File: src/rtl/core/lrp_pkg.sv
`timescale 1ns / 1ps
package lrp_pkg;

  localparam int NumStatesDef     = 64;
  localparam int NumSymbolsDef    = 128;
  localparam int NumRulesDef      = 64;
  localparam int StackDepthDef    = 256;
  localparam int MaxRuleLengthDef = 16;
  localparam int MaxReductionsDef = 64;

  localparam int StateW  = 6;
  localparam int SymbolW = 7;
  localparam int FuncW   = 2;
  localparam int KindW   = 2;
  localparam int RLenW   = 5;
  localparam int StatusW = 3;
  localparam int RedW    = 7;
  localparam int DepthW  = 9;

  localparam logic [FuncW-1:0] FUNC_WR_TABLE = 2'd0;
  localparam logic [FuncW-1:0] FUNC_WR_RULE  = 2'd1;
  localparam logic [FuncW-1:0] FUNC_PARSE    = 2'd2;
  localparam logic [FuncW-1:0] FUNC_RESTART  = 2'd3;

  localparam logic [KindW-1:0] K_ERROR  = 2'd0;
  localparam logic [KindW-1:0] K_SHIFT  = 2'd1;
  localparam logic [KindW-1:0] K_REDUCE = 2'd2;
  localparam logic [KindW-1:0] K_ACCEPT = 2'd3;

  localparam logic [StatusW-1:0] ST_OK        = 3'd0;
  localparam logic [StatusW-1:0] ST_ACCEPT    = 3'd1;
  localparam logic [StatusW-1:0] ST_NO_ACTION = 3'd2;
  localparam logic [StatusW-1:0] ST_NO_GOTO   = 3'd3;
  localparam logic [StatusW-1:0] ST_OVERFLOW  = 3'd4;
  localparam logic [StatusW-1:0] ST_LIMIT     = 3'd5;
  localparam logic [StatusW-1:0] ST_IGNORED   = 3'd6;

  // controller -> datapath
  typedef struct packed {
    logic load;        // capture input item
    logic tbl_write;   // write action table
    logic rule_write;  // write rule table
    logic restart;     // reset stack to start state
    logic clr_write;   // write one cleared row entry
    logic rd_top;      // read stack top
    logic rd_act;      // look up action for top/token
    logic rd_rule;     // read rule
    logic pop;         // pop rule length, read new top
    logic rd_goto;     // look up goto
    logic push_tgt;    // push action target
    logic push_goto;   // push goto target
    logic red_inc;     // count a reduction
    logic empty_stack; // clear stack pointer
  } lrp_cmd_t;

  // datapath -> controller
  typedef struct packed {
    logic [FuncW-1:0] func;
    logic             clr_done;
    logic             sp_zero;
    logic             full;
    logic [KindW-1:0] act_kind;
    logic             red_limit;
    logic             pop_all;
    logic             goto_shift;
  } lrp_sts_t;

endpackage

File: src/rtl/core/lrp_ctrl.sv
`timescale 1ns / 1ps
module lrp_ctrl import lrp_pkg::*; (
  input  logic               clk,
  input  logic               rst_n,
  input  logic               in_valid,
  output logic               in_ready,
  output logic               out_valid,
  input  logic               out_ready,
  output logic [StatusW-1:0] status,
  output lrp_cmd_t           cmd,
  input  lrp_sts_t           sts
);

  typedef enum logic [3:0] {
    S_CLEAR, S_IDLE, S_EXEC, S_TOP, S_ACT, S_DECIDE, S_RULE, S_POP,
    S_GOTO, S_GDECIDE, S_DONE
  } state_t;

  state_t             state_r, state_nxt;
  logic               out_valid_r, out_valid_nxt;
  logic [StatusW-1:0] status_r, status_nxt;
  logic               finished_r, finished_nxt;

  assign in_ready  = (state_r == S_IDLE);
  assign out_valid = out_valid_r;
  assign status    = status_r;

  always_comb begin
    state_nxt     = state_r;
    out_valid_nxt = out_valid_r;
    status_nxt    = status_r;
    finished_nxt  = finished_r;
    cmd           = '0;
    unique case (state_r)
      S_CLEAR: begin
        cmd.clr_write = !sts.clr_done;
        if (sts.clr_done) begin
          state_nxt = S_IDLE;
        end
      end
      S_IDLE: begin
        if (in_valid) begin
          cmd.load  = 1'b1;
          state_nxt = S_EXEC;
        end
      end
      S_EXEC: begin
        status_nxt = ST_OK;
        state_nxt  = S_DONE;
        unique case (sts.func)
          FUNC_WR_TABLE: cmd.tbl_write  = 1'b1;
          FUNC_WR_RULE:  cmd.rule_write = 1'b1;
          FUNC_RESTART: begin
            cmd.restart  = 1'b1;
            finished_nxt = 1'b0;
          end
          default: begin
            if (finished_r) begin
              status_nxt = ST_IGNORED;
            end else begin
              state_nxt = S_TOP;
            end
          end
        endcase
      end
      S_TOP: begin
        if (sts.sp_zero) begin
          status_nxt = ST_NO_GOTO;
          state_nxt  = S_DONE;
        end else begin
          cmd.rd_top = 1'b1;
          state_nxt  = S_ACT;
        end
      end
      S_ACT: begin
        cmd.rd_act = 1'b1;
        state_nxt  = S_DECIDE;
      end
      S_DECIDE: begin
        state_nxt = S_DONE;
        unique case (sts.act_kind)
          K_ERROR:  status_nxt = ST_NO_ACTION;
          K_ACCEPT: status_nxt = ST_ACCEPT;
          K_SHIFT: begin
            cmd.push_tgt = 1'b1;
            status_nxt   = sts.full ? ST_OVERFLOW : ST_OK;
          end
          default: begin
            if (sts.red_limit) begin
              status_nxt = ST_LIMIT;
            end else begin
              cmd.rd_rule = 1'b1;
              cmd.red_inc = 1'b1;
              state_nxt   = S_RULE;
            end
          end
        endcase
      end
      S_RULE: begin
        if (sts.pop_all) begin
          cmd.empty_stack = 1'b1;
          status_nxt      = ST_NO_GOTO;
          state_nxt       = S_DONE;
        end else begin
          cmd.pop   = 1'b1;
          state_nxt = S_GOTO;
        end
      end
      S_GOTO: begin
        cmd.rd_goto = 1'b1;
        state_nxt   = S_GDECIDE;
      end
      S_GDECIDE: begin
        if (!sts.goto_shift) begin
          status_nxt = ST_NO_GOTO;
          state_nxt  = S_DONE;
        end else if (sts.full) begin
          status_nxt = ST_OVERFLOW;
          state_nxt  = S_DONE;
        end else begin
          cmd.push_goto = 1'b1;
          state_nxt     = S_ACT;
        end
      end
      S_DONE: begin
        if (!out_valid_r) begin
          out_valid_nxt = 1'b1;
          if (sts.func == FUNC_PARSE && status_r != ST_OK) begin
            finished_nxt = 1'b1;
          end
        end else if (out_ready) begin
          out_valid_nxt = 1'b0;
          state_nxt     = S_IDLE;
        end
      end
      default: state_nxt = S_IDLE;
    endcase
    // goto pushed and top known: reuse top for next action lookup
    if (state_r == S_GDECIDE && cmd.push_goto) begin
      cmd.rd_top = 1'b0;
    end
  end

  always_ff @(posedge clk) begin
    if (!rst_n) begin
      state_r     <= S_CLEAR;
      out_valid_r <= 1'b0;
      status_r    <= ST_OK;
      finished_r  <= 1'b1;
    end else begin
      state_r     <= state_nxt;
      out_valid_r <= out_valid_nxt;
      status_r    <= status_nxt;
      finished_r  <= finished_nxt;
    end
  end

endmodule

File: config.mk
export PLATFORM = sky130hd
export DESIGN_NAME = lrp_ctrl
export DESIGN_NICKNAME = d
export VERILOG_FILES = /design/src/rtl/core/lrp_pkg.sv /design/src/rtl/core/lrp_ctrl.sv
export SDC_FILE = /design/constraint.sdc
export NUM_CORES = 1
export LEC_CHECK = 0
export BUFFER_PORTS_ARGS = -buffer_cell sky130_fd_sc_hd__buf_2
export CORE_MARGIN = 4
export CORE_UTILIZATION = 45
export CTS_CLUSTER_DIAMETER = 200
export DETAILED_ROUTE_END_ITERATION = 10
export GPL_TIMING_DRIVEN = 0
export MAX_ROUTING_LAYER = met4
export PLACE_DENSITY_LB_ADDON = 0.15
export REMOVE_ABC_BUFFERS = 1
export SLEW_MARGIN = 0
export SYNTH_ARGS = -nofsm -noshare
export SYNTH_HDL_FRONTEND = slang
export SYNTH_SLANG_ARGS = --single-unit
File: constraint.sdc
create_clock -name clk -period 2.9 [get_ports clk]
set_input_delay 0.29 -clock clk [delete_from_list [all_inputs] [get_ports clk]]
set_output_delay 0.29 -clock clk [all_outputs]
set_load 0.1 [all_outputs]
## Word-level counts from Yosys, hierarchy flattened

Cells that the tools add are included.
W data, S select, Z words.

- Input bits: 14
- Logic and storage cells: 96
- Register bits: 9
- Output and inout port bits: 19

- Reduce and logical (&&, ||, !) cells: 14
- Equality and inequality tests: 25
- Mux-type cells: 53

Operators with widths:

| cell | count |
|---|---|
| $mux W4 | 11 |
| $pmux W4 S10 | 1 |
| $mux W1 | 28 |
| $mux W3 | 9 |
| $ne A2 B2 Y1 const B | 9 |
| $pmux W3 S5 | 1 |
| $eq A4 B3 Y1 const B | 3 |
| $eq A4 B4 Y1 const B | 3 |
| $pmux W3 S3 | 1 |
| $eq A4 B2 Y1 const B | 2 |
| $reduce_and A4 Y1 | 2 |
| $eq A2 B2 Y1 const B | 3 |
| $reduce_or A3 Y1 | 2 |
| $ne A5 B2 Y1 const B | 1 |
| $reduce_and A5 Y1 | 1 |
| $reduce_bool A5 Y1 | 1 |
| $eq A2 B1 Y1 const B | 2 |
| $eq A4 B1 Y1 const B | 1 |
| $logic_not A2 Y1 | 2 |
| $logic_not A4 Y1 | 1 |
| $ne A3 B3 Y1 const B | 1 |
| $reduce_bool A3 Y1 | 1 |
| $logic_and A1 B1 Y1 | 2 |
| $mux W2 | 1 |
| 3 further kinds | 3 |

## Depth between registers and ports, before layout

Gate-level depths: netlist (run 1).

- Word-level depth: 5
- Gate-level depth with buffers: 7
- Mapped depth without buffers: 5

## Least setup slack after synthesis (run 1)

Ideal clock, no wire load.

- Path type: register -> register
- Start: reg state_r[3]
- End: reg state_r[0]
- Setup time: 0.298 ns
- Buffers on the path: 2
- Required time: 2.602 ns
- Path slack: -1.444 ns
- Stages on the path, launching flop included: 6
- Clock period less this slack: 4.344 ns
- Arrival: 4.046 ns
- Cell sequence: dfxtp_1 > buf_6 > clkbuf_1 > nor2_1 > nor4b_1 > nor4_1

- Word-level cells in the longest chain between the ends: 3
- Elaborated cells between the ends (all ways): 16
- Classes of those cells: 13 x eq/ne; 1 x mux; 2 x reduce/logical

Ends and longest elaborated chain:

| what | RTL line | source |
|---|---|---|
| start, declared | lrp_ctrl.sv:19 | `state_t state_r, state_nxt;` |
| start signal, assigned | lrp_ctrl.sv:151 | `state_r <= state_nxt;` |
| $eq A4 B4 Y1, or another cell as far along | lrp_ctrl.sv:34 | `unique case (state_r)` |
| $ne A2 B2 Y1 (no line) | n/a |  |
| $reduce_and A4 Y1 (no line) | n/a |  |

Several ways; a longest one is shown, not always the timed one.
A chain may end at the register's enable or synchronous reset.

==> impl_metrics.ini, run 1 <==
[worst_setup_path]
crit_end = cmd[10]
crit_type = reg -> out
worstReg2RegStart = state_r[1]
crit_path_max_fanout = 20
reg2reg_slack_ns = 0.91
worst-r2r-cell-count = 5
cp-end-kind = primary output
startpoint = state_r[1]
worstPathArrival_ns = 2.19
required_ns = 2.61
cp-start-kind = register
r2r_end = status[0]

[die]
rows = 14
core_area_um2 = 1580
die_w_um = 49.8
die-area_um2 = 2480
die_h_um = 49.8
io-pin-count = 33
start_util_pct = 49.8

[cts]
cts.repair.resized = 0
clk_path_buf_depth = 2
cts_htree_levels = 1
cts_tree = built
clockRootBuffer = clkbuf_4
numCtsBuffers = 3
insertion_delay_ns = 0.26
holdBufCountCts = 0
post_cts_buffers = 0
clk_transition_reported_paths_ns = 0.07
cts_sinks = 9

[synth]
syn_avg_cell_area_um2 = 7.48
netlist_area_um2 = 786
synth_compound_area_share_pct = 27.9
synth_edf_count = 0
yosys.area.top_type = dfxtp_1
synth_xor_area_share_pct = 1.11
synth_top_area_share_pct = 22.9
async_reset_ff_share_pct = 0
synthCells = 105
synth_flop_cell = dfxtp_1
ys_seq_area_share_pct = 22.9
synth-simple-area-share_pct = 40.6
synth_top_family_by_area = simple AND/OR/NAND/NOR gates
synth_warnings = 0
yosys-mux-area-fraction_pct = 0
synthAdderAreaFrac_pct = 0
synth_area_leaders = dfxtp_1 23%, a21oi_1 6.4%, nor3_1 6.4%, nor2_1 6.2%, a211oi_1 5.7%
synthDistinctLibCells = 39
ys_ff_latch = 9

[final_layout]
final_common_cell = buf_2
stdcell_area_um2 = 948
most-common-layout-cells = 32 x buf_2, 13 x nor2_1, 10 x nor3_1, 10 x a21oi_1, 9 x dfxtp_1
insertedDiodeCount = 0
fin_nets = 149
drive_above_1_share_pct = 26.9
area_growth_pct = 20.7
fin_cells = 150
fill_cells = 152

[timing]
rsz0062_at_grt = no
drv_slew = 0
setup_viol = 0
hold_viol = 0
fin_crit_sh_pct = 85.6
fmax_ghz = 0.403
worstMarginPinSlew_ns = 0.595
fin_worst_skew_ns = 0.00360
fin_ws_ns = 0.418
maxSlewHeadroom_pct = 60.3
layout_min_cycle_time_ns = 2.48
setup_tns_ns = 0

[power_and_ir_drop]
ir_drop_v = 0.000233
p_leak_nw = 0.415
pwr-share-seq_pct = 35.8
internal_power_mw = 0.230
p_clk_share_pct = 24.0
p_sw_mw = 0.188
switching_share_pct = 44.9
combPwrFrac_pct = 40.2
powerDensity_nw_per_um2 = 441
p_total_mw = 0.418

[status]
outcome = complete, no violations

[job]
maxCapViolCount = 0

[detailed_routing]
routed.top_layer = met4
drc_errors = 0
wl_um = 2070
wl_met2_um = 962
wl_met3_um = 179
first_pass_iters = 5
via_per_inst = 5.99
drt-initial-drc-count = 28
ant_nets = 0
m1WireLength_um = 906
routed-via-count = 898
routedWlPerCell_um = 13.8

[worst_hold_path]
hold_path.startpoint = rst_n
hold_path.class = in -> reg

[grt]
grt-ovfl-total = 0
grt_max_degree = 21
grt_pass1_wl_um = 3310
grt_util_all_layers_pct = 17.2
grt_pass1_vias = 760
antenna_found_initial = 0

[placement]
place_area_um2 = 922
io_buffers = 32
place_hpwl_um = 1600
post-place-ws_ns = 0.685
placed_cells = 146
globalplace.congestion = 0.858
cell usage after synthesis (2+ instances only):
cell type,count
nor2_1,13
nor3_1,10
nor2b_1,4
a2111oi_0,2
or3b_1,2
inv_1,4
and3_1,3
buf_2,2
buf_4,2
nand4bb_1,2
clkbuf_1,2
nand2b_1,4
a21oi_1,10
nand2_1,4
a211oi_1,6
o22ai_1,2
dfxtp_1,9
nand3b_1,3
logic make-up after synthesis:
logic type / count (synthesis)
compound gates: 31
xor+xnor: 1
buf+inv: 11
flops: 9
simple gates: 53
state kept, by name, indices dropped and copies added (netlist names):
signal,flops
out_valid,1
finished_r,1
state_r,4
status,3
worst min path at each step:
| stage | endpoint | cells after the start |
|---|---|---|
| 4_1_cts | finished_r | 2 |
| 3_3_place_gp | status[1] | 2 |
| 6_report | finished_r | 2 |
| 5_1_grt | finished_r | 2 |
| 2_1_floorplan | finished_r | 1 |
| 3_5_place_dp | status[2] | 2 |
power groups by stage:
| stage | clock (mW) | combinational (mW) | sequential [mW] |
|---|---|---|---|
| floorplan | 0 | 0.104 | 0.181 |
| CTS | 0.102 | 0.169 | 0.150 |
| global placement | 0 | 0.167 | 0.152 |
| finish | 0.101 | 0.168 | 0.150 |
| global route | 0.108 | 0.178 | 0.153 |
| detailed placement | 0 | 0.169 | 0.153 |
metal layers:
metal | track usage [%] | up-vias
met5 | - | -
met4 | 5.53 | 0
met3 | 4.22 | 4
met2 | 26.2 | 41
met1 | 22.1 | 395
li1 | - | 458
critical path: stages (launching register included):
cell and delay, ns:
dfxtp_1 0.68, nand2b_1 0.21, nor3_1 0.36, and3_1 0.23, buf_2 0.43
stage by stage:
| stage | hold slack, ns | utilization (%) |
|---|---|---|
| after floorplan | 0.369 | - |
| after global placement | 0.502 | 58.5 |
| after detailed placement | 0.509 | 58.5 |
| after CTS | 0.265 | 60.2 |
| after global routing | 0.293 | 60.2 |
| final | 0.262 | 60.2 |
final cells by class:
class                      count  area, um2  area share (%)
inverter                       4       15.0            1.58
timing repair buffer          32        160            16.9
sequential                     9        180            19.0
tap                           16       20.0            2.11
multi-input combinational     85        547            57.7
clock buffer                   4       26.3            2.77
(Power assumes the default switching activity.)
==> inputs of run 2 (changes only) <==
--- a/config.mk
+++ b/config.mk
@@ -6,7 +6,7 @@
 export NUM_CORES = 1
 export LEC_CHECK = 0
 export BUFFER_PORTS_ARGS = -buffer_cell sky130_fd_sc_hd__buf_2
-export CORE_MARGIN = 4
+export CORE_MARGIN = 5
 export CORE_UTILIZATION = 45
 export CTS_CLUSTER_DIAMETER = 200
 export DETAILED_ROUTE_END_ITERATION = 10
==> run 2 against run 1 <==
Compared with the run above: final area rose by 0.13%; sequential power barely moved; largest power group unchanged; critical path depth unchanged; largest cell class unchanged; clock skew fell by 0.0017 ns; critical endpoint unchanged; non-clock buffer count unchanged; cell count grew 0.67%.
==> impl_metrics.ini, run 2 (synthesized netlist as in run 1, its figures left out) <==
[status]
outcome = complete, no violations

[worst_setup_path]
crit_path_cell_trace = nand2b_1 > nor3_1 > and3_1 > buf_2
critical_path_buf_inv_count = 1
required_ns = 2.61
crit_type = reg -> out
slowest_stage = dfxtp_1
cp-start-kind = register
worstReg2RegStart = state_r[3]
worstPathArrival_ns = 2.20
crit_path_max_fanout = 20
slowest_delay_ns = 0.71
cp-end-kind = primary output
worst-r2r-cell-count = 5
path_delay_family = simple AND/OR/NAND/NOR gates
r2r_end = status[2]
reg2reg_slack_ns = 0.90

[detailed_routing]
routed-via-count = 912
routedWlPerCell_um = 14.4
ant_nets = 0
wl_um = 2180
via_per_inst = 6.04
first_pass_iters = 4
drt-initial-drc-count = 38
drc_errors = 0

[cts]
cts_htree_levels = 1
numCtsBuffers = 3
clockRootBuffer = clkbuf_4
holdBufCountCts = 0
insertion_delay_ns = 0.25
clk_transition_reported_paths_ns = 0.06
cts.repair.resized = 0
cts_tree = built
post_cts_buffers = 0
cts_sinks = 9
clk_path_buf_depth = 2

[timing]
drv_slew = 0
fin_worst_skew_ns = 0.00195
timing.hold.ws_ns = 0.288
rsz0062_at_grt = no
worstMarginPinSlew_ns = 0.613
hold_viol = 0
fin_crit_sh_pct = 85.8
setup_viol = 0
fmax_ghz = 0.402
maxSlewHeadroom_pct = 59.1
layout_min_cycle_time_ns = 2.49

[power_and_ir_drop]
p_total_mw = 0.412
switching_share_pct = 44.2
combPwrFrac_pct = 41.0
p_sw_mw = 0.182
powerDensity_nw_per_um2 = 434
ir_drop_v = 0.000206
p_clk_share_pct = 22.4
internal_power_mw = 0.230
p_leak_nw = 0.415
pwr-share-seq_pct = 36.6

[final_layout]
top_register = state_r
insertedDiodeCount = 0
area_growth_pct = 20.9
final_common_cell = buf_2
fin_util_pct = 56.2
drive_above_1_share_pct = 26.9
largest_reg_flops = 4
fin_nets = 149
most-common-layout-cells = 32 x buf_2, 13 x nor2_1, 10 x nor3_1, 10 x a21oi_1, 9 x dfxtp_1

[placement]
globalplace.congestion = 0.881
place_hpwl_um = 1680
io_buffers = 32

[die]
rows = 15
die_w_um = 51.8
io-pin-count = 33
core_area_um2 = 1690
die_h_um = 51.8
start_util_pct = 46.5
die-area_um2 = 2680

[worst_hold_path]
min_to = finished_r
hold_path.class = in -> reg
hold_path.startpoint = rst_n
min_path_cells = 2

[grt]
grt-ovfl-total = 0
antenna_found_initial = 0
grt_util_all_layers_pct = 18.0
grt_max_degree = 21
grt_pass1_vias = 787
grt_pass1_wl_um = 3620

[job]
maxCapViolCount = 0
[run 2: power groups by stage]
stage | Sequential (mW) | Clock, mW | Combinational [mW]
after detailed placement | 0.153 | 0 | 0.169
after global placement | 0.152 | 0 | 0.169
after CTS | 0.150 | 0.0974 | 0.170
after global routing | 0.152 | 0.105 | 0.181
final | 0.151 | 0.0925 | 0.169
after floorplan | 0.181 | 0 | 0.104
[run 2: stage by stage]
step           setup WS (ns)  instances  setup TNS (ns)  cell area [um2]
2_1_floorplan          -1.30         98           -9.21              742
3_3_place_gp           0.746        147               0              923
3_5_place_dp           0.706        147               0              923
4_1_cts                0.431        151               0              950
5_1_grt                0.186        151               0              950
6_report               0.413        151               0              950
[run 2: metal layers]
layer	wire (um)	global-route usage (%)	share of wire [%]
met5	0	-	0
met4	27	9.61	1.2
met3	177	2.01	8.1
met2	987	26.3	45
met1	989	24.4	45
[run 2: worst max-delay path by stage]
stage	cells after the start	startpoint	end
6_report	4	state_r[1]	cmd[10]
5_1_grt	4	state_r[1]	cmd[10]
4_1_cts	4	state_r[1]	cmd[10]
3_5_place_dp	4	state_r[1]	cmd[10]
3_3_place_gp	4	state_r[1]	cmd[10]
2_1_floorplan	3	state_r[3]	state_r[0]
[run 2: layout make-up]
| class | instances | area, um2 |
|---|---|---|
| Clock buffer | 4 | 26.3 |
| Fill cell | 181 | 739 |
| Inverter | 4 | 15.0 |
| Multi-Input combinational cell | 85 | 547 |
| Sequential cell | 9 | 180 |
| Tap cell | 17 | 21.3 |
| Timing Repair Buffer | 32 | 160 |
==> inputs of run 3 (changes only) <==
--- a/config.mk
+++ b/config.mk
@@ -12,7 +12,7 @@
 export DETAILED_ROUTE_END_ITERATION = 10
 export GPL_TIMING_DRIVEN = 0
 export MAX_ROUTING_LAYER = met4
-export PLACE_DENSITY_LB_ADDON = 0.15
+export PLACE_DENSITY = 0.86
 export REMOVE_ABC_BUFFERS = 1
 export SLEW_MARGIN = 0
 export SYNTH_ARGS = -nofsm -noshare
==> run 3 against run 2 <==
Compared with the run above: setup slack got worse by 0.036 ns; cell count did not move; die area stayed put; final area did not move; highest routed layer unchanged; sequential power is essentially flat; non-clock buffer count unchanged; clock-buffer cell count unchanged; critical path type unchanged; first-iteration DRC count fell by 45%; sequential share of layout area unchanged; clock skew grew 0.00059 ns; via count rose by 2.5%.
==> impl_metrics.ini, run 3 (synthesized netlist as in run 1, its figures left out) <==
[worst_setup_path]
path_delay_family = simple AND/OR/NAND/NOR gates
worstPathArrival_ns = 2.23
critical_path_buf_inv_count = 1
slowest_stage = dfxtp_1
cp-end-kind = primary output
cp-start-kind = register
crit_path_max_fanout = 20
required_ns = 2.61
slowest_delay_ns = 0.71
crit_path_cell_trace = nand2b_1 > nor3_1 > and3_1 > buf_2
crit_type = reg -> out

[die]
rows = 15
io-pin-count = 33
die-area_um2 = 2680
die_h_um = 51.8
core_area_um2 = 1690
start_util_pct = 46.5
die_w_um = 51.8

[final_layout]
fin_nets = 149
fin_util_pct = 56.2
drive_above_1_share_pct = 26.9
area_growth_pct = 20.9
top_register = state_r
stdcell_area_um2 = 950
fill_cells = 178
final_common_cell = buf_2
largest_reg_flops = 4
most-common-layout-cells = 32 x buf_2, 13 x nor2_1, 10 x nor3_1, 10 x a21oi_1, 9 x dfxtp_1
insertedDiodeCount = 0

[cts]
numCtsBuffers = 3
cts_htree_levels = 1
cts_sinks = 9
clockRootBuffer = clkbuf_4
holdBufCountCts = 0
cts.repair.resized = 0
post_cts_buffers = 0
cts_tree = built
insertion_delay_ns = 0.26
clk_transition_reported_paths_ns = 0.06
clk_path_buf_depth = 2

[detailed_routing]
drt-initial-drc-count = 21
via_per_inst = 6.19
drc_errors = 0
routedWlPerCell_um = 14.5
routed-via-count = 935
wl_um = 2180
ant_nets = 0
first_pass_iters = 4

[grt]
grt.busiest_layer = met2
grt-ovfl-total = 0
grt.met3_usage_pct = 1.43
grt_util_all_layers_pct = 17.5
grt_max_degree = 21
met1_usage_pct = 22.4
antenna_found_initial = 0
grt_pass1_vias = 846
grt_pass1_wl_um = 3560
grtUsageMet2_pct = 27.3

[power_and_ir_drop]
p_leak_nw = 0.415
ir_drop_v = 0.000183
powerDensity_nw_per_um2 = 440
p_total_mw = 0.418

[timing]
setup_viol = 0
hold_viol = 0
fin_worst_skew_ns = 0.00254
fin_crit_sh_pct = 87.0
layout_min_cycle_time_ns = 2.52
rsz0062_at_grt = no
fmax_ghz = 0.396
drv_slew = 0
maxSlewHeadroom_pct = 59.1
timing.hold.ws_ns = 0.274
worstMarginPinSlew_ns = 0.612

[job]
maxCapViolCount = 0

[worst_hold_path]
hold_path.class = in -> reg

[placement]
io_buffers = 32
place_hpwl_um = 1640
globalplace.congestion = 0.889
place_area_um2 = 923

[status]
outcome = complete, no violations
[run 3: cell counts in the layout (fill, tap and decap cells not counted)]
Identical to the previous run, type by type.
[run 3: path summary, 6_finish.rpt]
kind	slack, ns	cells after the start	endpoint	from
setup / recovery	0.38	4	cmd[10]	state_r[1]
hold / removal	0.27	2	finished_r	rst_n
setup reg to reg	0.89	5	status[2]	state_r[1]
hold reg to reg	0.51	2	status[1]	status[1]
[run 3: power by group]
part / switching [mW] / total, mW / internal, mW
clock: 0.0443 / 0.0973 / 0.0531
combinational: 0.125 / 0.170 / 0.0455
sequential: 0.0189 / 0.151 / 0.132
total: 0.188 / 0.418 / 0.230
[run 3: final cells by class]
cell class                      count  area [um2]  area share [%]
Tap cell                           17        21.3            2.24
Multi-Input combinational cell     85         547            57.6
Sequential cell                     9         180            19.0
Clock buffer                        4        26.3            2.77
Inverter                            4        15.0            1.58
Timing Repair Buffer               32         160            16.9
[run 3: routing by layer]
| layer | vias up | share of wire [%] | wire length [um] |
|---|---|---|---|
| li1 | 462 | - | - |
| met1 | 420 | 46 | 1010 |
| met3 | 5 | 8.5 | 186 |
| met5 | - | 0 | 0 |
| met2 | 48 | 43 | 940 |
| met4 | 0 | 2.2 | 48 |
[run 3: through the flow]
step / TNS, ns / setup WS (ns) / std cells
after floorplan: -9.21 / -1.30 / 98
after global placement: 0 / 0.747 / 147
after detailed placement: 0 / 0.698 / 147
after CTS: 0 / 0.410 / 151
after global routing: 0 / 0.205 / 151
final: 0 / 0.377 / 151
